`src/hdl/fxa_pkg.sv`:
```
// Package for the Q24.8 fixed-point ALU: opcodes, status codes, widths,
// and the per-stage pipeline word types. No dependencies.
`default_nettype none
package fxa_pkg;
   localparam int WordBits = 32;
   localparam int FracBits = 8;
   localparam int NumBits  = WordBits + FracBits;   // divider numerator width
   localparam int Stages   = NumBits;                // one quotient bit per stage

   typedef enum logic [3:0] {
      OP_ADD = 4'd0, OP_SUB = 4'd1, OP_MUL = 4'd2, OP_DIV = 4'd3,
      OP_GT = 4'd4, OP_LT = 4'd5, OP_GE = 4'd6, OP_LE = 4'd7,
      OP_EQ = 4'd8, OP_NE = 4'd9, OP_MIN = 4'd10, OP_MAX = 4'd11,
      OP_INC = 4'd12, OP_DEC = 4'd13, OP_TOINT = 4'd14, OP_FROMINT = 4'd15
   } opcode_type;

   typedef enum logic [1:0] {
      ST_OK = 2'd0, ST_SAT = 2'd1, ST_DIVZ = 2'd2
   } status_type;

   typedef struct packed {
      logic                        valid;
      opcode_type                  opcode;
      logic signed [WordBits-1:0]  a;
      logic signed [WordBits-1:0]  b;
   } item_type;

   typedef struct packed {
      logic                        valid;
      logic signed [WordBits-1:0]  value;
      logic                        cmp;
      status_type                  status;
   } result_type;

   // Clamp a wide signed value to the word range.
   function automatic logic [WordBits:0] clamp_word(input logic signed [2*WordBits+1:0] v);
      logic signed [2*WordBits+1:0] maxv;
      logic signed [2*WordBits+1:0] minv;
      maxv = (2*WordBits+2)'((64'sd1 <<< (WordBits-1)) - 64'sd1);
      minv = -maxv - (2*WordBits+2)'(1);
      if (v > maxv) clamp_word = {1'b1, maxv[WordBits-1:0]};
      else if (v < minv) clamp_word = {1'b1, minv[WordBits-1:0]};
      else clamp_word = {1'b0, v[WordBits-1:0]};
   endfunction
endpackage
`default_nettype wire

```
`src/hdl/fxa_mul.sv`:
```
// Pipelined rounded multiply: product, magnitude round, sign and clamp.
// Depends on fxa_pkg.
`default_nettype none
module fxa_mul (
   input  wire logic            clock,
   input  wire logic signed [fxa_pkg::WordBits-1:0] a,
   input  wire logic signed [fxa_pkg::WordBits-1:0] b,
   output logic [fxa_pkg::WordBits:0]               sat_value
);
   import fxa_pkg::*;
   logic signed [2*WordBits-1:0] prod_ff;
   logic [2*WordBits-1:0] mag;
   logic signed [2*WordBits+1:0] q_s;
   logic [2*WordBits-1:0] q;

   always_ff @(posedge clock) prod_ff <= a * b;

   always_comb begin
      mag = prod_ff[2*WordBits-1] ? (2*WordBits)'(-prod_ff) : prod_ff;
      q = (mag + (2*WordBits)'((64'd1 << FracBits) >> 1)) >> FracBits;
      q_s = prod_ff[2*WordBits-1] ? -(2*WordBits+2)'(q) : (2*WordBits+2)'(q);
      sat_value = clamp_word(q_s);
   end
endmodule
`default_nettype wire

```
`config.mk`:
```
export PLATFORM = sky130hd
export DESIGN_NAME = fxa_mul
export DESIGN_NICKNAME = d
export VERILOG_FILES = /design/src/hdl/fxa_pkg.sv /design/src/hdl/fxa_mul.sv
export SDC_FILE = /design/constraint.sdc
export NUM_CORES = 2
export LEC_CHECK = 0
export BUFFER_PORTS_ARGS = -buffer_cell sky130_fd_sc_hd__clkbuf_2
export CAP_MARGIN = 30
export CORE_AREA = 3 3 442 225
export DETAILED_ROUTE_END_ITERATION = 8
export DIE_AREA = 0 0 445 228
export GPL_TIMING_DRIVEN = 0
export MAX_ROUTING_LAYER = met4
export PLACE_DENSITY_LB_ADDON = 0.2
export REMOVE_ABC_BUFFERS = 1
export SKIP_LAST_GASP = 1
export SYNTH_ARGS = -nofsm -noshare
export SYNTH_HDL_FRONTEND = slang
export SYNTH_SLANG_ARGS = --single-unit
```
`constraint.sdc`:
```
create_clock -name clock -period 22.9 [get_ports clock]
set_input_delay 2.29 -clock clock [delete_from_list [all_inputs] [get_ports clock]]
set_output_delay 2.29 -clock clock [all_outputs]
set_load 0.1 [all_outputs]
```
==> qor.csv <==
stage,metric,value,unit
setup_path,critical path class,flop to primary output,
synth,Yosys warning total,0,
hold_path,worst min-delay path startpoint,b[0],
clock_tree,number of cells upsized or downsized after cts,0,
synth,Mapped Area,43100,µm²
route,DRC Markers,0,
floorplan,DIE HEIGHT,228,µm
grt,number of global-route vias before repair,35884,
synth,"EDFF count, synth",0,
synth,dominant synthesized flop cell,dfxtp_1,
synth,syn avg cell area,8.88,µm²
clock_tree,clock buffer depth,2,
setup_path,"Req. time, crit path",20610,ps
synth,Synth Register Bits,64,
floorplan,Die Width,445,µm
hold_path,Min-Delay Endpoint,prod_ff[0],
grt,antenna violations before repair,0,
timing,final hold vios,0,
clock_tree,clk root buf,clkbuf_16,
clock_tree,Post-CTS Setup Bufs,0,
clock_tree,TritonCTS clock tree,yes,
timing,RSZ-0062 raised after global routing,no,
setup_path,Critical Path AT,9940,ps
finish,Layout area overhead,3.39,%
route,drt first pass iters,5,
finish,share of cells above drive strength 1,3.77,%
route,Post-DRT Antenna Nets,0,
hold_path,Min-Delay Path Depth,2,
place,DP HPWL,88700,µm
setup_path,Worst Path Max Fanout,99,
clock_tree,CTS Buf Count,9,
finish,Layout Nets,6050,
floorplan,IO Pins,98,
synth,Unique masters post-synth,87,
timing,Max Freq,81.7,MHz
grt,first-pass GRT wire length,188000,µm
setup_path,Critical Path End Type,primary output,
run,max_cap viols,0,
route,Routed WL,109000,µm
place,RePlAce Congestion,0.864,
timing,period utilization,53.4,%
timing,Slew Limit Fails,0,
finish,largest register by flop count,prod_ff,
floorplan,num rows,80,
timing,Slew @ Worst Pin,1010,ps
timing,"Setup violations, final",0,
floorplan,Initial Util,45.2,%
grt,GR Overflow Total,0,
route,DRT iter0 DRCs,1672,
floorplan,Core Area,95400,µm²
clock_tree,# hold bufs at CTS,0,
synth,post-synthesis async set-or-reset flop share,0,%
route,Via Count,32152,
synth,Post-synth top cells,"inv_1, fa_1, nand2_1, and2_1, clkbuf_1",
finish,Largest register FFs,64,
synth,Yosys top cell by area,fa_1,
synth,Post-Synthesis Cells,4856,
outcome,status,finished clean,
floorplan,die area,101000,µm²
timing,Setup TNS Final,0,ps
clock_tree,clk sinks,64,
route,Wirelength per Cell,18.3,µm
hold_path,HP Class,primary input to flop,
grt,largest net degree at the start of global routing,100,
clock_tree,H-tree depth,3,
place,# port buffers,97,
synth,area share of the largest cell type after synthesis,50.2,%
synth,dominant cells by area after synthesis,"fa_1, inv_1, and2_1",
setup_path,CP startpoint kind,flop,
synth,"Seq/Total Area, Yosys",2.97,%
grt,GRT Resource Usage Total,23.4,%
synth,most frequent cell after synthesis,inv_1,
route,routed vias/inst,5.36,
timing,Tmin final,12230,ps
clock_tree,Worst-path clk slew,60,ps
finish,largest registers,prod_ff (64),
timing,Slew HR,32.7,%
-- metrics by stage --
stage | utilization (%) | area, µm² | hold WS, ps | setup slack, ps | instances
after detailed placement | 46.4 | 44300 | 3100 | 11110 | 5976
final | 46.7 | 44600 | 2710 | 10670 | 5994
after CTS | 46.7 | 44600 | 2700 | 10800 | 5992
after global routing | 46.7 | 44600 | 2750 | 10060 | 5993
after floorplan | - | 42100 | 2410 | 9220 | 4601
after global placement | 46.3 | 44200 | 3060 | 5930 | 5969
-- placed cells by master, fill, tap and decap left out, types with 10 or more instances in the layout --
| master | count |
|---|---|
| inv_1 | 1082 |
| fa_1 | 1082 |
| nand2_1 | 601 |
| and2_1 | 511 |
| ha_1 | 186 |
| xnor2_1 | 132 |
| nor2_1 | 128 |
| clkbuf_2 | 97 |
| a21oi_1 | 76 |
| xor2_1 | 73 |
| o21ai_0 | 63 |
| dfxtp_1 | 63 |
| nor3_1 | 48 |
| nand3_1 | 44 |
| o31ai_1 | 39 |
| nor4_1 | 30 |
| o21ai_1 | 30 |
| nand2b_1 | 27 |
| nand4_1 | 25 |
| or3_1 | 25 |
| a31oi_1 | 25 |
| and3_1 | 24 |
| a21o_1 | 23 |
| or4_1 | 22 |
| a211oi_1 | 14 |
| or2_2 | 13 |
| o41ai_1 | 12 |
| o211ai_1 | 10 |
-- how the worst max path moves through the flow --
| stage | startpoint | slack (ps) | endpoint | cells past startpoint |
|---|---|---|---|---|
| after global routing | prod_ff[63] | 10060 | sat_value[17] | 23 |
| final | prod_ff[63] | 10670 | sat_value[17] | 23 |
| after detailed placement | a[20] | 11110 | prod_ff[62] | 30 |
| after global placement | prod_ff[63] | 5930 | sat_value[22] | 21 |
| after CTS | prod_ff[63] | 10800 | sat_value[17] | 23 |
| after floorplan | prod_ff[63] | 9220 | sat_value[17] | 20 |
-- layer usage --
metal	global-route usage, %	wire length (µm)
met1	30.9	47500
met2	40.7	55900
met3	1.59	4350
met4	3.36	1580
met5	-	0
-- area by class of cell --
cell class	instances	area, µm²
Tap cell	1271	1590
Clock buffer	9	225
Fill cell	9235	50800
Inverter	1084	4070
Sequential cell	64	1280
Clock inverter	7	47.5
Timing Repair Buffer	105	596
Multi-Input combinational cell	3453	36800
Antenna cell	1	2.50
-- critical path: stages (launching register included) --
cell	delay (ps)
dfxtp_4	590
buf_16	360
clkinv_2	790
a21oi_1	410
xor2_1	180
ha_1	260
nand2_1	80
a211oi_1	320
nor3_1	190
or3_1	480
nor4_1	780
nand2_1	370
or4_1	800
xnor2_2	320
nand2_1	80
nand4bb_1	620
or2_2	520
o41ai_1	310
xor2_1	180
nor4_1	630
a21oi_2	240
buf_8	240
o31ai_2	240
clkbuf_2	490
-- cell families (layout without fill, tap and decap cells) --
logic type                 Yosys count  in the layout  share of synthesized area, %
muxes                                9              9                         0.215
adders and majority gates         1268           1268                          55.6
xor gates and xnor gates           208            208                          4.28
AOI/OAI and AO/OA                  411            411                          6.58
buffers and inverters             1339           1205                          11.8
other                                0              1                             0
and+or+nand+nor                   1557           1557                          18.6
DFF                                 64             64                          2.97
Power is not shown: default switching activity piles up to over one toggle a cycle in this logic, so the estimate is an artifact.
