==> config.mk <==
export PLATFORM = sky130hd
export DESIGN_NAME = fxa_div_stage
export DESIGN_NICKNAME = d
export VERILOG_FILES = /design/src/hdl/fxa_pkg.sv /design/src/hdl/fxa_div_stage.sv
export SDC_FILE = /design/constraint.sdc
export NUM_CORES = 1
export LEC_CHECK = 0
export CAP_MARGIN = 20
export CORE_MARGIN = 5
export CORE_UTILIZATION = 28
export CTS_CLUSTER_DIAMETER = 200
export DETAILED_ROUTE_END_ITERATION = 10
export DONT_BUFFER_PORTS = 1
export PLACE_DENSITY = 0.43
export SLEW_MARGIN = 20
export SYNTH_ARGS = -nofsm -noshare
export SYNTH_HDL_FRONTEND = slang
export SYNTH_SLANG_ARGS = --single-unit
==> constraint.sdc <==
create_clock -name clock -period 3.91 [get_ports clock]
set_input_delay 0.391 -clock clock [delete_from_list [all_inputs] [get_ports clock]]
set_output_delay 0.391 -clock clock [all_outputs]
set_load 0.02 [all_outputs]
==> src/hdl/fxa_pkg.sv <==
// Package for the Q24.8 fixed-point ALU: opcodes, status codes, widths,
// and the per-stage pipeline word types. No dependencies.
`default_nettype none
package fxa_pkg;
   localparam int WordBits = 32;
   localparam int FracBits = 8;
   localparam int NumBits  = WordBits + FracBits;   // divider numerator width
   localparam int Stages   = NumBits;                // one quotient bit per stage

   typedef enum logic [3:0] {
      OP_ADD = 4'd0, OP_SUB = 4'd1, OP_MUL = 4'd2, OP_DIV = 4'd3,
      OP_GT = 4'd4, OP_LT = 4'd5, OP_GE = 4'd6, OP_LE = 4'd7,
      OP_EQ = 4'd8, OP_NE = 4'd9, OP_MIN = 4'd10, OP_MAX = 4'd11,
      OP_INC = 4'd12, OP_DEC = 4'd13, OP_TOINT = 4'd14, OP_FROMINT = 4'd15
   } opcode_type;

   typedef enum logic [1:0] {
      ST_OK = 2'd0, ST_SAT = 2'd1, ST_DIVZ = 2'd2
   } status_type;

   typedef struct packed {
      logic                        valid;
      opcode_type                  opcode;
      logic signed [WordBits-1:0]  a;
      logic signed [WordBits-1:0]  b;
   } item_type;

   typedef struct packed {
      logic                        valid;
      logic signed [WordBits-1:0]  value;
      logic                        cmp;
      status_type                  status;
   } result_type;

   // Clamp a wide signed value to the word range.
   function automatic logic [WordBits:0] clamp_word(input logic signed [2*WordBits+1:0] v);
      logic signed [2*WordBits+1:0] maxv;
      logic signed [2*WordBits+1:0] minv;
      maxv = (2*WordBits+2)'((64'sd1 <<< (WordBits-1)) - 64'sd1);
      minv = -maxv - (2*WordBits+2)'(1);
      if (v > maxv) clamp_word = {1'b1, maxv[WordBits-1:0]};
      else if (v < minv) clamp_word = {1'b1, minv[WordBits-1:0]};
      else clamp_word = {1'b0, v[WordBits-1:0]};
   endfunction
endpackage
`default_nettype wire

==> src/hdl/fxa_div_stage.sv <==
// One restoring-division step: one quotient bit per stage, divisor carried.
// Depends on fxa_pkg.
`default_nettype none
module fxa_div_stage (
   input  wire logic                         clock,
   input  wire logic [fxa_pkg::NumBits-1:0]  num_i,
   input  wire logic [fxa_pkg::WordBits:0]   rem_i,
   input  wire logic [fxa_pkg::WordBits-1:0] den_i,
   output logic [fxa_pkg::NumBits-1:0]       num_o,
   output logic [fxa_pkg::WordBits:0]        rem_o,
   output logic [fxa_pkg::WordBits-1:0]      den_o
);
   import fxa_pkg::*;
   logic [WordBits+1:0] trial;
   logic [WordBits:0] rem_in;
   logic [NumBits-1:0] num_in;

   // num holds remaining dividend bits at top, quotient shifts in at bottom
   always_comb begin
      trial = {rem_i, num_i[NumBits-1]} - {2'b00, den_i};
      if (!trial[WordBits+1]) begin
         rem_in = trial[WordBits:0];
         num_in = {num_i[NumBits-2:0], 1'b1};
      end else begin
         rem_in = {rem_i[WordBits-1:0], num_i[NumBits-1]};
         num_in = {num_i[NumBits-2:0], 1'b0};
      end
   end

   always_ff @(posedge clock) begin
      num_o <= num_in;
      rem_o <= rem_in;
      den_o <= den_i;
   end
endmodule
`default_nettype wire

==> results.cfg <==
[worst_setup_path]
cpMaxStageDelayCell = o31a_1
crit_type = in -> reg
cp_max_fo = 18
critPathRequiredTime_ps = 4150
arrival_ps = 3370
crit_chain = inv_1, ha_1, nor2b_1, o21ai_0, o21ai_1, a21oi_1, o31a_1, o211a_1, o21ba_1, nor4_4, buf_4, mux2_2
crit_path_max_incr_delay_ps = 400
endpoint_kind = flop
start_kind = input port

[die]
die_h_um = 131.9
initial_utilization_pct = 28.62
ios = 211
rows = 44
dieArea_mm2 = 0.01740
die_x_um = 131.9
core_area_mm2 = 0.01453

[finish]
area_delta_synth_final_pct = 12.36
seq_area_mm2 = 0.002102
fill_cells = 1511
multiInputGateArea_mm2 = 0.001874
diodes = 0
drive_gt1_share_pct = 7.654
nets = 539

[drt]
ant_nets = 0
initialDrtViolationCount = 97
avgViaCountPerCell = 4.618
wl_per_cell_um = 16.98
drcViolationCount = 0
num_vias = 2720
first_pass_iters = 4
wirelength_um = 10000

[clock_network]
cts_hold_buf = 0
clk_pin_slew_ps = 80
cts.sinks = 105
cts.path.max_buffers = 2
post_cts_buffers = 0
clockRootBuffer = clkbuf_16
cts_tree = yes
cts_resized = 0
h-tree-depth = 3
numCtsBuffers = 9

[global_route]
grt_max_degree = 21
grt_pass1_vias = 2919
antenna_found_initial = 0
grtUsageTotal_pct = 11.56
grt_pass1_wl_um = 15770
overflow = 0

[timing]
fin_ws_ps = 778.3
slew_violations = 0
fin_tns_setup_ps = 0
fin_hold_ws_ps = 57.42
finalSetupViolations = 0
period_needed_ps = 3132
fmax_mhz = 319.3
hold_viol_final = 0
period_share_pct = 80.10
grt_setup_unrepaired = false
max_slew_margin_pct = 65.76
tightest_slew_ps = 507.0

[synth]
netlist_area_mm2 = 0.004160
synth.avg_cell_area_um2 = 10.69
synth-main-ff-cell = dfxtp_1
ys_ff_latch = 105
synthArstFlopShare_pct = 0
synth_seq_area_share_pct = 50.53
synth-edff-count = 0
syn_nets = 528
postSynthCellCount = 389
synth_cell_types = 42
ys.warnings.count = 0

[flow_run]
maxCapViolations = 0

[place]
gp_congestion = 0.7087
pre_cts_ws_ps = 387.3
hpwl_um = 8156
numPortBuffers = 0

[power]
ir_drop_v = 0.0002071
p_leak_uw = 0.002146
total_power_uw = 2633
p_per_area_mw_per_mm2 = 563.4

[worst_hold_path]
hold_end = num_o[9]
hold_start = num_i[8]
hp-class = in -> reg
min_path_cells = 0

[status]
status = finished, final reports clean
-- through the flow --
step	std cells	cell area [um^2]	utilization, %
6_report	589	4674	32.16
5_1_grt	589	4674	32.16
4_1_cts	589	4674	32.16
3_5_place_dp	573	4379	30.13
3_3_place_gp	573	4379	30.13
2_1_floorplan	389	4160	-
-- worst max-delay path by stage --
stage	cells past startpoint	from	slack [ps]	end
2_1_floorplan	12	den_i[1]	730	rem_o[10]
3_3_place_gp	12	num_i[39]	470	rem_o[7]
3_5_place_dp	12	num_i[39]	390	rem_o[7]
4_1_cts	12	num_i[39]	750	rem_o[7]
5_1_grt	12	num_i[39]	580	rem_o[8]
6_report	12	num_i[39]	780	rem_o[7]
-- sequential cells by signal, summed over array words and instances (netlist names) --
register  flops
rem_o        33
num_o        40
den_o        32
-- power by group --
group	total [uW]	switching (uW)	internal [uW]	leakage, uW
Clock	884	433	451	0.000147
Sequential	1380	192	1180	0.000886
Combinational	372	195	177	0.00111
-- worst max-delay path: cells and delay by family --
kind / cells / cell delay [ps]
AND/OR/NAND/NOR: 2 / 450
adder cells (fa/ha/maj): 1 / 240
buffers and inverters: 2 / 360
AO/OA/AOI/OAI: 6 / 1550
multiplexers: 1 / 370
-- cell type report --
type,count,share of cell area [%]
Sequential cell,105,44.97
Multi-Input combinational cell,241,40.10
Tap cell,184,4.925
Clock buffer,9,4.818
Inverter,40,3.212
Clock inverter,7,1.499
Timing Repair Buffer,3,0.4818
-- layer usage --
layer / global-route usage [%] / part of all wire [%]
met5: 0 / 0
met2: 18.56 / 48
met1: 12.83 / 39
met3: 6.603 / 11
met4: 4.000 / 1.6
-- synthesized netlist by cell type (all sizes together), types with 2 or more instances --
| cell | number | share of area [%] |
|---|---|---|
| xor2 | 12 | 2.5 |
| nor3 | 4 | 0.48 |
| xnor2 | 17 | 3.6 |
| and2 | 2 | 0.30 |
| nor2b | 3 | 0.45 |
| o21ai | 12 | 1.4 |
| nand2 | 18 | 1.6 |
| and3 | 5 | 0.75 |
| a21o | 19 | 3.4 |
| a31o | 2 | 0.42 |
| a21oi | 30 | 3.6 |
| nor4 | 2 | 0.66 |
| ha | 32 | 9.6 |
| nand3 | 7 | 0.96 |
| o211ai | 2 | 0.36 |
| a31oi | 4 | 0.60 |
| inv | 40 | 3.6 |
| nand2b | 4 | 0.60 |
| buf | 3 | 0.81 |
| mux2i | 2 | 0.48 |
| nor2 | 17 | 1.5 |
| o21bai | 2 | 0.36 |
| dfxtp | 105 | 51 |
| a211oi | 3 | 0.54 |
| or3 | 2 | 0.30 |
| mux2 | 28 | 7.6 |
-- logic make-up after synthesis --
| kind of cell | count (synthesis) | synth area share, % |
|---|---|---|
| xor gates and xnor gates | 29 | 6.105 |
| AOI/OAI and AO/OA | 83 | 12.81 |
| muxes | 30 | 8.060 |
| and+or+nand+nor | 66 | 7.970 |
| buffers and inverters | 43 | 4.421 |
| DFF | 105 | 50.53 |
| adders and majority gates | 33 | 10.11 |
-- layout by cell type, fill, tap and decap left out, types with 3 or more instances in the layout --
master     netlist  final
nor2b_1          3      3
ha_1            32     32
a21oi_1         30     30
nor3_1           4      4
dfxtp_1        105    105
mux2_2           6      6
a21o_1          19     19
mux2_1          22     22
a211oi_1         3      3
nand3_1          6      6
a31oi_1          4      4
inv_1           40     40
xnor2_1         17     17
xor2_1          12     12
o21ai_0         11     11
clkbuf_16        0      9
nand2_1         18     18
and3_1           5      5
buf_4            0      3
nor2_1          17     17
nand2b_1         4      4
No activity file was read; power rests on OpenSTA's default activity.
